File: config.mk
export PLATFORM = sky130hd
export DESIGN_NAME = tlfc_back
export DESIGN_NICKNAME = d
export VERILOG_FILES = /design/src/rtl/tlfc_pkg.sv /design/src/rtl/tlfc_back.sv
export SDC_FILE = /design/constraint.sdc
export NUM_CORES = 1
export LEC_CHECK = 0
export ABC_AREA = 1
export BUFFER_PORTS_ARGS = -buffer_cell sky130_fd_sc_hd__buf_2
export CORE_MARGIN = 1.5
export CORE_UTILIZATION = 62
export CTS_CLUSTER_SIZE = 10
export DETAILED_ROUTE_END_ITERATION = 6
export HOLD_SLACK_MARGIN = 0.15
export PLACE_DENSITY = 0.86
export SETUP_SLACK_MARGIN = 0.15
export SYNTH_ARGS = -nofsm -noshare
export SYNTH_HDL_FRONTEND = slang
export SYNTH_SLANG_ARGS = --single-unit
File: constraint.sdc
create_clock -name i_clk -period 6.5 [get_ports i_clk]
set_input_delay 0.65 -clock i_clk [delete_from_list [all_inputs] [get_ports i_clk]]
set_output_delay 0.65 -clock i_clk [all_outputs]
set_load 0.01 [all_outputs]
File: src/rtl/tlfc_pkg.sv
// types, constants and codes shared by the line format checker modules
// no dependencies
`default_nettype none
package tlfc_pkg;

    localparam int unsigned LEN_W     = 21;
    localparam int unsigned LINE_W    = 32;
    localparam int unsigned Q_DEPTH   = 4;
    localparam int unsigned CFG_AW    = 3;

    localparam logic [LEN_W-1:0]  MAX_LINE     = 21'd1048576;
    localparam logic [LEN_W-1:0]  MIN_LINE     = 21'd2;
    localparam logic [LEN_W-1:0]  LEN_RESET    = 21'd1048576;
    localparam logic [LINE_W-1:0] LINE_MAX_CNT = 32'hFFFF_FFFF;

    localparam logic [7:0] BYTE_NL = 8'h0A;
    localparam logic [7:0] BYTE_SP = 8'h20;
    localparam logic [7:0] BYTE_HT = 8'h09;
    localparam logic [7:0] BYTE_CR = 8'h0D;
    localparam logic [7:0] BYTE_DEL = 8'h7F;

    // register index decoded from paddr[2]
    localparam logic REG_MAX_LINE_LEN = 1'b0;

    // classified input beat
    typedef struct packed {
        logic eoi;
        logic newline;
        logic ws;
        logic nonprint;
        logic nsws;
    } t_class;

    typedef struct packed {
        logic [LINE_W-1:0] line_number;
        logic [LEN_W-1:0]  position;
        logic              line_too_long;
        logic              empty_line;
        logic              no_final_newline;
        logic              leading_space;
        logic              trailing_space;
        logic              non_printable;
        logic              non_space_whitespace;
        logic              double_whitespace;
        logic              all_clean;
    } t_result;

    typedef struct packed {
        logic full;
        logic empty;
    } t_q_stat;

endpackage
`default_nettype wire

File: src/rtl/tlfc_back.sv
// back end: line state, rule flags and the output register
// depends on tlfc_pkg
`default_nettype none
module tlfc_back (
    input  wire logic                         i_clk,
    input  wire logic                         i_rst_n,
    input  wire tlfc_pkg::t_class             i_class,
    input  wire logic                         i_avail,
    output logic                              o_pop,
    input  wire logic [tlfc_pkg::LEN_W-1:0]   i_limit_m1,
    input  wire logic                         i_out_ready,
    output logic                              o_out_valid,
    output tlfc_pkg::t_result                 o_result
);

    logic [tlfc_pkg::LINE_W-1:0] r_line, n_line;
    logic [tlfc_pkg::LEN_W-1:0]  r_col, n_col;
    logic                        r_prev, n_prev;
    logic                        r_skip, n_skip;
    logic                        r_err, n_err;
    logic                        r_valid, n_valid;
    tlfc_pkg::t_result           r_res, n_res;
    logic                        w_close;
    logic                        w_any;

    always_comb begin
        o_pop   = i_avail && (!r_valid || i_out_ready);
        n_line  = r_line;
        n_col   = r_col;
        n_prev  = r_prev;
        n_skip  = r_skip;
        n_err   = r_err;
        w_close = 1'b0;
        n_res   = r_res;
        n_valid = r_valid && !i_out_ready;

        if (o_pop) begin
            n_valid = 1'b1;
            n_res   = '0;
            n_res.line_number = r_line;
            n_res.position    = r_col;
            priority if (i_class.eoi) begin
                if (r_skip) begin
                    w_close = 1'b1;
                end else if (r_col != '0) begin
                    n_res.no_final_newline = 1'b1;
                    n_res.trailing_space   = r_prev;
                    w_close = 1'b1;
                end
            end else if (r_skip) begin
                w_close = i_class.newline;
            end else if (i_class.newline) begin
                n_res.empty_line     = (r_col == '0);
                n_res.trailing_space = (r_col != '0) && r_prev;
                w_close = 1'b1;
            end else begin
                n_res.non_printable        = i_class.nonprint;
                n_res.non_space_whitespace = i_class.nsws;
                n_res.double_whitespace    = (r_col != '0) && i_class.ws && r_prev;
                n_res.leading_space        = (r_col == '0) && i_class.ws;
                n_prev = i_class.ws;
                if (r_col >= i_limit_m1) begin
                    n_res.line_too_long = 1'b1;
                    n_skip = 1'b1;
                end else begin
                    n_col = r_col + 1'b1;
                end
            end

            if (w_close) begin
                if (r_line != tlfc_pkg::LINE_MAX_CNT) begin
                    n_line = r_line + 1'b1;
                end
                n_col  = '0;
                n_prev = 1'b0;
                n_skip = 1'b0;
            end

            w_any = n_res.line_too_long || n_res.empty_line || n_res.no_final_newline
                 || n_res.leading_space || n_res.trailing_space || n_res.non_printable
                 || n_res.non_space_whitespace || n_res.double_whitespace;
            n_err = r_err || w_any;
            n_res.all_clean = !n_err;
        end else begin
            w_any = 1'b0;
        end

        o_out_valid = r_valid;
        o_result    = r_res;
    end

    always_ff @(posedge i_clk) begin
        if (!i_rst_n) begin
            r_line  <= tlfc_pkg::LINE_W'(1);
            r_col   <= '0;
            r_prev  <= 1'b0;
            r_skip  <= 1'b0;
            r_err   <= 1'b0;
            r_valid <= 1'b0;
        end else begin
            r_line  <= n_line;
            r_col   <= n_col;
            r_prev  <= n_prev;
            r_skip  <= n_skip;
            r_err   <= n_err;
            r_valid <= n_valid;
        end
    end

    always_ff @(posedge i_clk) begin
        r_res <= n_res;
    end

endmodule
`default_nettype wire
### Word-level counts from Yosys, hierarchy flattened

Cells that the tools add are included.

| word-level totals | value |
|---|---|
| register bits after elaboration | 119 |
| output and inout port bits | 64 |
| input bits | 30 |

| operators by class | value |
|---|---|
| equal/unequal tests | 5 |
| add/subtract/negate cells | 2 |
| magnitude comparators | 1 |
| reductions and logical operators | 24 |
| muxes and demuxes | 40 |

Operators with widths:

| kind | number |
|---|---|
| 2-to-1 mux 21 bit | 5 |
| adder 32 x 1 -> 32 bit (second input constant) | 1 |
| inequality test 32 bit (second input constant) | 1 |
| 2-to-1 mux 1 bit | 28 |
| adder 21 x 1 -> 21 bit (second input constant) | 1 |
| >= comparator 21 bit | 1 |
| logical NOT 21 bit | 1 |
| nonzero test 21 bit | 1 |
| logical OR 1 bit | 9 |
| 2-to-1 mux 3 bit | 3 |
| inequality test 2 x 1 -> 1 bit (second input constant) | 4 |
| logical AND 1 bit | 6 |
| 2-to-1 mux 2 bit | 3 |
| 2-to-1 mux 5 bit | 1 |
| AND reduction 5 bit | 1 |
| AND reduction 4 bit | 1 |
| logical NOT 1 bit | 3 |
| AND reduction 3 bit | 1 |
| AND reduction 2 bit | 1 |

### Logic depth before layout (Yosys ltp)

Gate-level depths: netlist of the first run.

| logic depth | value |
|---|---|
| depth in word-level cells | 15 |
| gate-level depth with buffers | 16 |

### Worst setup path before layout of the first run

No wires, ideal clock.

| timing | value |
|---|---|
| path type | input to register |
| start point | input i_out_ready |
| end point | register r_col[2] in the netlist's numbering |
| buffers on the path | 1 |
| path slack | 3,461 ps |
| arrival | 2,907 ps |
| stages on the path | 10 |
| path through | inv_1 > nand2_1 > nand2_1 > inv_1 > nand2_1 > nor2_1 > nand2_1 > buf_4 > nand2_1 > a21oi_1 |

| on the way | value |
|---|---|
| longest elaborated chain between the ends | 3 |

Ends and longest elaborated chain:

| element | RTL line | source |
|---|---|---|
| start: declaration | tlfc_back.sv:11 | `input wire logic i_out_ready,` |
| logical OR 1 bit | tlfc_back.sv:27 | `o_pop = i_avail && (!r_valid \|\| i_out_ready);` |
| logical AND 1 bit | tlfc_back.sv:27 |  |
| via o_pop | tlfc_back.sv:9 | `output logic o_pop,` |
| AND reduction 5 bit (no line) | -- |  |
| end signal: assignment | tlfc_back.sv:102 | `r_col <= n_col;` |
| end: declaration | tlfc_back.sv:17 | `logic [tlfc_pkg::LEN_W-1:0] r_col, n_col;` |

The timed path passes the listed nets, and every way through them passes these cells.
A chain may end at the register's enable or synchronous reset.

### Worst setup path after layout of the first run

| timing | value |
|---|---|
| start point | register r_col[0] in the netlist's numbering |
| end point | register r_col[1] in the netlist's numbering |

| on the way | value |
|---|---|
| longest elaborated chain between the ends | 7 |
| elaborated cells on any way between the ends | 17 |
| classes of those cells | add/sub (1); order compare (1); eq/ne (4); mux (9); reduce/logical (2) |

Ends and longest elaborated chain:

| element |
|---|
| branches (longest 7 deep; another with adder 21 x 1 -> 21 bit) |

Several ways; the timed one is not identified. The select of a mux whose other input is x is not followed.

==> impl_summary.log, run 1 <==
INFO  metric outcome = finished clean
INFO  metric ctsHtreeMaxLevel = 4
INFO  metric worst_pin_slew = 0.946 ns
INFO  metric grt_setup_unrepaired = no
INFO  metric drive_gt1_frac = 0.171
INFO  metric vias_per_cell = 5.59
INFO  metric first_pass_iters = 5
INFO  metric final_cell_mix = sky130_fd_sc_hd__nand2_1, sky130_fd_sc_hd__nor2_1, sky130_fd_sc_hd__buf_2
INFO  metric synth_top_cells_by_area = sky130_fd_sc_hd__edfxtp_1, sky130_fd_sc_hd__dfxtp_1, sky130_fd_sc_hd__nand2_1
INFO  metric ys.warnings.count = 0
INFO  metric clk_pin_slew_worst_paths = 0.05 ns
INFO  metric remaining_drc_errors = 0
INFO  metric worst-r2r-cell-count = 13
INFO  metric leakage = 3.04 nW
INFO  metric place_congestion = 0.939
INFO  metric cts_hold_buffers = 0
INFO  metric powerDensity = 245 mW/mm²
INFO  metric min-delay-start = i_out_ready
INFO  metric antenna_found_initial = 0
INFO  metric startpoint_type = register
INFO  metric tritoncts = built
INFO  metric fmax = 278 MHz
INFO  metric regToRegEndpoint = r_col[1]
INFO  metric finalWirelength = 15.8 mm
INFO  metric final_worst_path_period_need = 3.60 ns
INFO  metric mostFrequentLayoutCell = sky130_fd_sc_hd__nand2_1
INFO  metric synth_top_area_share = 0.290
INFO  metric post_cts.resized_instances = 0
INFO  metric syn2layout_area_growth = 16.5%
INFO  metric drt-initial-drc-count = 416
INFO  metric all_layer_global_routing_usage = 0.302
INFO  metric cts_sinks = 119
INFO  metric cp_data_arrival_time = 3.97 ns
INFO  metric timing.final.max_slew_violations = 0
INFO  metric syn_avg_cell_area = 8.03 µm²
INFO  metric clockRootBuffer = sky130_fd_sc_hd__clkbuf_8
INFO  metric slew-limit-headroom = 0.368
INFO  metric critical_path.reg2reg.startpoint = r_col[0]
INFO  metric initial_core_util = 0.647
INFO  metric cts-root-to-sink-buffers = 2
INFO  metric synth_seq_area_share = 0.468
INFO  metric worst_hold_path.endpoint = o_out_valid
INFO  metric synth.lib_cells_used.distinct = 30
INFO  metric worstPathMaxFanout = 49
INFO  metric worst_hold_path_type = input pin to register
INFO  metric synth.cell_area = 0.00641 mm²
INFO  metric hold_depth = 4
INFO  metric drv_cap = 0
INFO  metric die_x = 105 µm
INFO  metric vdd_ir_drop_max = 172 µV
INFO  metric clock_latency_at_the_later_pin_of_the_worst_skew_pair = 0.52 ns
INFO  metric synthesis.instances = 799
INFO  metric fp-row-count = 36
INFO  metric timing.final.hold_violations = 0
INFO  metric residual_antenna_violating_net_count_after_detailed_routing = 0
INFO  metric grt_overflow_total = 0
INFO  metric numCtsBuffers = 17
INFO  metric diodes = 0
INFO  metric total_setup_buffers_inserted_after_cts = 0
INFO  metric core_area = 0.00991 mm²
INFO  metric yosysTopAreaCell = sky130_fd_sc_hd__edfxtp_1
INFO  metric wl_per_cell = 15.3 µm
INFO  metric setup_clock_skew_after_layout = 0.00807 ns
INFO  metric fin_nets = 941
INFO  metric critPathRequiredTime = 6.86 ns
INFO  metric whs = 0.428 ns
INFO  metric num_io_pins = 94
INFO  metric dpl.hpwl = 10.8 mm
INFO  metric finalCritPeriodShare = 0.554
INFO  metric vertical_die_dimension = 105 µm
INFO  metric grt_pass1_wl = 26.3 mm
INFO  metric nature_of_the_critical_path_endpoint = register
INFO  metric postSynthNetCount = 853
INFO  metric setup_viol = 0
INFO  metric timing.setup.critical_path_class = register to register
INFO  metric grt_start_max_net_pins = 66
INFO  metric totalNegativeSetupSlack = 0 ns
INFO  metric dr_total_vias = 5776
INFO  metric worst-r2r-setup-slack = 2.90 ns
INFO  metric ys_ff_latch = 119
INFO  metric via_count_of_the_first_global_routing_pass = 5326
INFO  metric die-area = 0.0110 mm²
INFO  metric buffer_ports.inserted = 93
==> how the worst max path moves through the flow <==
stage	start	endpoint	cells after the start
6_report	r_col[0]	r_col[1]	13
3_5_place_dp	r_col[0]	r_col[1]	13
2_1_floorplan	i_out_ready	r_col[2]	10
4_1_cts	r_col[0]	r_col[1]	13
3_3_place_gp	r_col[0]	r_col[1]	13
5_1_grt	r_col[0]	r_col[1]	13
==> cells in the mapped netlist <==
cell and instances:
sky130_fd_sc_hd__a21o_1 1, sky130_fd_sc_hd__a21oi_1 65, sky130_fd_sc_hd__a21oi_2 13, sky130_fd_sc_hd__buf_1 4, sky130_fd_sc_hd__buf_2 9, sky130_fd_sc_hd__buf_4 2
sky130_fd_sc_hd__buf_6 4, sky130_fd_sc_hd__clkbuf_1 9, sky130_fd_sc_hd__dfxtp_1 57, sky130_fd_sc_hd__edfxtp_1 62, sky130_fd_sc_hd__ha_1 24, sky130_fd_sc_hd__inv_1 72
sky130_fd_sc_hd__inv_2 5, sky130_fd_sc_hd__nand2_1 219, sky130_fd_sc_hd__nand2_2 1, sky130_fd_sc_hd__nand2_4 1, sky130_fd_sc_hd__nand3_1 38, sky130_fd_sc_hd__nand3_2 2
sky130_fd_sc_hd__nand3b_1 7, sky130_fd_sc_hd__nand4_1 31, sky130_fd_sc_hd__nand4_4 1, sky130_fd_sc_hd__nor2_1 103, sky130_fd_sc_hd__nor2_2 3, sky130_fd_sc_hd__nor3_1 17
sky130_fd_sc_hd__nor3_2 1, sky130_fd_sc_hd__o2111ai_1 1, sky130_fd_sc_hd__o21ai_0 4, sky130_fd_sc_hd__or2_1 1, sky130_fd_sc_hd__xnor2_1 8, sky130_fd_sc_hd__xor2_1 34
==> layout make-up <==
class,instances,area [µm²]
clock buffers,24,470
clock inverters,8,75.1
fillers,751,2440
inverters,77,289
multi-input cells,575,2970
flip-flops and latches,119,3000
well taps,133,166
repair buffers,97,495
==> logic make-up (layout without fill, tap and decap cells) <==
group	count (synthesis)	after routing	share of synthesized area
and+or+nand+nor	425	425	0.284
adders and majority gates	24	24	0.0468
DFF	119	119	0.468
AOI/OAI and AO/OA	84	84	0.0741
buffers and inverters	105	206	0.0691
xor gates and xnor gates	42	42	0.0574
==> critical path, stage by stage, from the launching register on <==
cell and delay, ns:
sky130_fd_sc_hd__dfxtp_1 0.36, sky130_fd_sc_hd__inv_1 0.17, sky130_fd_sc_hd__ha_1 0.17, sky130_fd_sc_hd__nand2_1 0.05
sky130_fd_sc_hd__nor2_1 0.15, sky130_fd_sc_hd__nand2_1 0.09, sky130_fd_sc_hd__nor2_2 0.15, sky130_fd_sc_hd__nand4_4 0.68
sky130_fd_sc_hd__nand2_4 0.38, sky130_fd_sc_hd__nand2_2 0.31, sky130_fd_sc_hd__nand2_1 0.68, sky130_fd_sc_hd__nand2_1 0.13
sky130_fd_sc_hd__nand2_1 0.10, sky130_fd_sc_hd__nor2_1 0.04
==> through the flow <==
stage          area (µm²)  power [mW]   util  setup slack [ns]  instances
2_1_floorplan        6410       0.943      -              3.46        799
3_3_place_gp         6930       0.984  0.699              3.14       1001
3_5_place_dp         6930       0.990  0.699              3.00       1001
4_1_cts              7470        1.84  0.754              2.97       1033
5_1_grt              7470        1.89  0.754              2.59       1033
6_report             7470        1.83  0.754              2.90       1033
==> state kept, by name, indices dropped and copies added, names as in the netlist <==
signal       cells
o_result        62
r_line          32
r_col           21
o_out_valid      1
r_err            1
r_prev           1
r_skip           1
==> layer usage <==
metal | vias to the layer above | share of wire | GRT usage
met3 | 28 | 0.084 | 0.0686
met2 | 263 | 0.44 | 0.449
met1 | 2670 | 0.46 | 0.439
met4 | 0 | 0.017 | 0.0998
met5 | - | 0 | 0
li1 | 2815 | - | -
==> where the power goes <==
group / internal [mW] / leakage (nW) / total, mW / switching [mW]
Sequential: 0.816 / 1.08 / 0.827 / 0.0102
Clock: 0.535 / 0.269 / 0.855 / 0.320
Combinational: 0.0433 / 1.69 / 0.150 / 0.107
(Power assumes the default switching activity.)
==> run 2, diff against run 1 <==
--- a/config.mk
+++ b/config.mk
@@ -8,11 +8,11 @@
 export ABC_AREA = 1
 export BUFFER_PORTS_ARGS = -buffer_cell sky130_fd_sc_hd__buf_2
 export CORE_MARGIN = 1.5
-export CORE_UTILIZATION = 62
+export CORE_UTILIZATION = 52
 export CTS_CLUSTER_SIZE = 10
 export DETAILED_ROUTE_END_ITERATION = 6
 export HOLD_SLACK_MARGIN = 0.15
-export PLACE_DENSITY = 0.86
+export PLACE_DENSITY = 0.77
 export SETUP_SLACK_MARGIN = 0.15
 export SYNTH_ARGS = -nofsm -noshare
 export SYNTH_HDL_FRONTEND = slang
==> constraint.sdc (replaced) <==
create_clock -name i_clk -period 3.3 [get_ports i_clk]
set_input_delay 0.33 -clock i_clk [delete_from_list [all_inputs] [get_ports i_clk]]
set_output_delay 0.33 -clock i_clk [all_outputs]
set_load 0.01 [all_outputs]
==> impl_summary.log, run 2 (synthesized netlist as in run 1, its figures left out) <==
INFO  metric final_critical_path_setup_slack = 0.852 ns (-2.04 ns)
INFO  metric cts-root-to-sink-buffers = 2 (unchanged)
INFO  metric post-place-ws = 0.919 ns (-2.08 ns)
INFO  metric clock_latency_at_the_later_pin_of_the_worst_skew_pair = 0.42 ns (-0.10 ns)
INFO  metric sequentialPowerShare = 0.434 (-0.017)
INFO  metric grt_setup_unrepaired = no
INFO  metric startpoint_type = register
INFO  metric swShare = 0.240 (+0.00133)
INFO  metric fin_nets = 949 (+0.85%)
INFO  metric leakage = 3.09 nW (+1.7%)
INFO  metric critPathRequiredTime = 3.61 ns (-3.25 ns)
INFO  metric worst_hold_path_type = input pin to register
INFO  metric die-area = 0.0130 mm² (+19%)
INFO  metric stdcell_count = 1055 (+2.1%)
INFO  metric outcome = finished clean
INFO  metric critical_path.reg2reg.startpoint = r_col[0]
INFO  metric timing.final.hold_violations = 0 (unchanged)
INFO  metric first_pass_iters = 5 (unchanged)
INFO  metric critical_path.startpoint = r_col[0]
INFO  metric finalWirelength = 15.4 mm (-2.4%)
INFO  metric dpl.hpwl = 10.6 mm (-1.7%)
INFO  metric syn2layout_area_growth = 18.3%
INFO  metric clockRootBuffer = sky130_fd_sc_hd__clkbuf_16
INFO  metric finalCritPeriodShare = 0.742 (+0.187)
INFO  metric wl_per_cell = 14.6 µm (-4.4%)
INFO  metric worst-r2r-cell-count = 13 (unchanged)
INFO  metric clockPowerShare = 0.485 (+0.018)
INFO  metric cp_data_arrival_time = 2.75 ns (-1.22 ns)
INFO  metric slew-limit-headroom = 0.367 (-0.00117)
INFO  metric final_cell_mix = sky130_fd_sc_hd__nand2_1, sky130_fd_sc_hd__nor2_1, sky130_fd_sc_hd__buf_2
INFO  metric place_congestion = 0.968 (+3.1%)
INFO  metric final_worst_path_period_need = 2.45 ns (-1.16 ns)
INFO  metric num-fill-cells = 1029 (+37%)
INFO  metric diodes = 0 (unchanged)
INFO  metric antenna_found_initial = 0 (unchanged)
INFO  metric timing.final.max_slew_violations = 0 (unchanged)
INFO  metric worst_pin_slew = 0.948 ns (+0.00176 ns)
INFO  metric setup_viol = 0 (unchanged)
INFO  metric crit_path_end = r_line[0]
INFO  metric numCtsBuffers = 17 (unchanged)
INFO  metric worst-r2r-setup-slack = 0.85 ns (-2.04 ns)
INFO  metric drt-initial-drc-count = 579 (+39%)
INFO  metric grt_pass1_wl = 26.1 mm (-0.87%)
INFO  metric drive_gt1_frac = 0.181 (+0.00951)
INFO  metric drv_cap = 0 (unchanged)
INFO  metric regToRegEndpoint = r_line[0]
INFO  metric largest_register_ffs = 62 (unchanged)
INFO  metric dr_total_vias = 5624 (-2.6%)
INFO  metric min-delay-start = i_avail
INFO  metric fmax = 408 MHz (+47%)
INFO  metric vdd_ir_drop_max = 291 µV (+69%)
INFO  metric vertical_die_dimension = 114 µm (+8.9%)
INFO  metric core_area = 0.0120 mm² (+21%)
INFO  metric timing.setup.critical_path_class = register to register
INFO  metric setup_clock_skew_after_layout = 0.0105 ns (+0.00243 ns)
INFO  metric buffer_ports.inserted = 93 (unchanged)
INFO  metric nature_of_the_critical_path_endpoint = register
INFO  metric powerDensity = 495 mW/mm² (+100%)
INFO  metric remaining_drc_errors = 0 (unchanged)
INFO  metric clk_pin_slew_worst_paths = 0.05 ns (about the same)
INFO  metric fp-row-count = 40 (+11%)
INFO  metric all_layer_global_routing_usage = 0.256 (-0.0470)
INFO  metric totalNegativeSetupSlack = 0 ns (unchanged)
INFO  metric vias_per_cell = 5.33 (-4.7%)
INFO  metric cts_sinks = 119 (unchanged)
INFO  metric ctsHtreeMaxLevel = 4 (unchanged)
INFO  metric residual_antenna_violating_net_count_after_detailed_routing = 0 (unchanged)
INFO  metric internal-power = 2.85 mW (+100%)
INFO  metric num_io_pins = 94 (unchanged)
INFO  metric grt_overflow_total = 0 (unchanged)
INFO  metric mostFrequentLayoutCell = sky130_fd_sc_hd__nand2_1
INFO  metric die_x = 114 µm (+8.9%)
INFO  metric post_cts.resized_instances = 0 (unchanged)
INFO  metric total_setup_buffers_inserted_after_cts = 0 (unchanged)
INFO  metric pwr-share-comb = 0.081 (about the same)
INFO  metric via_count_of_the_first_global_routing_pass = 5301 (-0.47%)
INFO  metric post_place_cells = 1023 (+2.2%)
INFO  metric grt_start_max_net_pins = 55 (-17%)
INFO  metric p_switching = 900 µW (+110%)
INFO  metric cts_hold_buffers = 0 (unchanged)
INFO  metric tritoncts = built
INFO  metric worstPathMaxFanout = 20 (-59%)
INFO  metric initial_core_util = 0.534 (-0.113)
## run 2: cell types whose count changed in the layout (fill, tap and decap cells not counted)
| cell | delta |
|---|---|
| sky130_fd_sc_hd__clkbuf_1 | -2 |
| sky130_fd_sc_hd__bufinv_16 | +1 |
| sky130_fd_sc_hd__clkinv_1 | +1 |
| sky130_fd_sc_hd__clkbuf_16 | +1 |
| sky130_fd_sc_hd__inv_1 | -1 |
| sky130_fd_sc_hd__clkbuf_8 | -2 |
| sky130_fd_sc_hd__inv_6 | +2 |
| sky130_fd_sc_hd__buf_4 | +8 |
## run 2: per-stage QoR
stage / util / area, µm² / hold slack, ns / power (mW)
floorplan: - / 6410 / 0.430 / 1.86
CTS: 0.632 / 7590 / 0.157 / 3.78
global placement: 0.583 / 7000 / 0.462 / 1.95
global route: 0.632 / 7590 / 0.208 / 3.88
finish: 0.632 / 7590 / 0.170 / 3.75
detailed placement: 0.583 / 7000 / 0.459 / 1.96
## run 2: how the worst min path moves through the flow
stage	end	slack, ns	depth (start not counted)
final	o_out_valid	0.17	3
after global routing	o_out_valid	0.21	3
after CTS	o_out_valid	0.16	3
after detailed placement	o_result[61]	0.46	0
after global placement	o_result[61]	0.46	0
after floorplan	o_result[61]	0.43	0
## run 2: area by class of cell
cell class                 count  area (µm²)  area share
inverter                      77         289      0.0381
multi-input combinational    575        2970       0.392
timing repair buffer         105         556      0.0732
tap                          147         184      0.0242
clock inverter                11         123      0.0162
sequential                   119        3000       0.396
clock buffer                  21         460      0.0607
## run 2: power groups by stage
stage          sequential, mW  combinational, mW  clock, mW
2_1_floorplan            1.68              0.177          0
3_3_place_gp             1.66              0.298          0
3_5_place_dp             1.66              0.304          0
4_1_cts                  1.63              0.305       1.84
5_1_grt                  1.63              0.340       1.91
6_report                 1.63              0.305       1.82
## run 2: layer usage
metal / part of all wire / GRT usage / vias up
li1: - / - / 2825
met4: 0.010 / 0.0708 / 0
met1: 0.48 / 0.380 / 2566
met2: 0.44 / 0.375 / 218
met5: 0 / 0 / -
met3: 0.073 / 0.0582 / 15
## run 2: critical path: stages (launching register included)
cell and delay, ns:
sky130_fd_sc_hd__dfxtp_1 0.35, sky130_fd_sc_hd__inv_1 0.16, sky130_fd_sc_hd__ha_1 0.17, sky130_fd_sc_hd__nand2_1 0.05, sky130_fd_sc_hd__nor2_1 0.18, sky130_fd_sc_hd__nand2_1 0.10
sky130_fd_sc_hd__nor2_2 0.16, sky130_fd_sc_hd__nand4_4 0.28, sky130_fd_sc_hd__buf_4 0.34, sky130_fd_sc_hd__nand3_2 0.11, sky130_fd_sc_hd__buf_4 0.23, sky130_fd_sc_hd__nor2_1 0.06
sky130_fd_sc_hd__nor2_1 0.08, sky130_fd_sc_hd__nand2_1 0.06
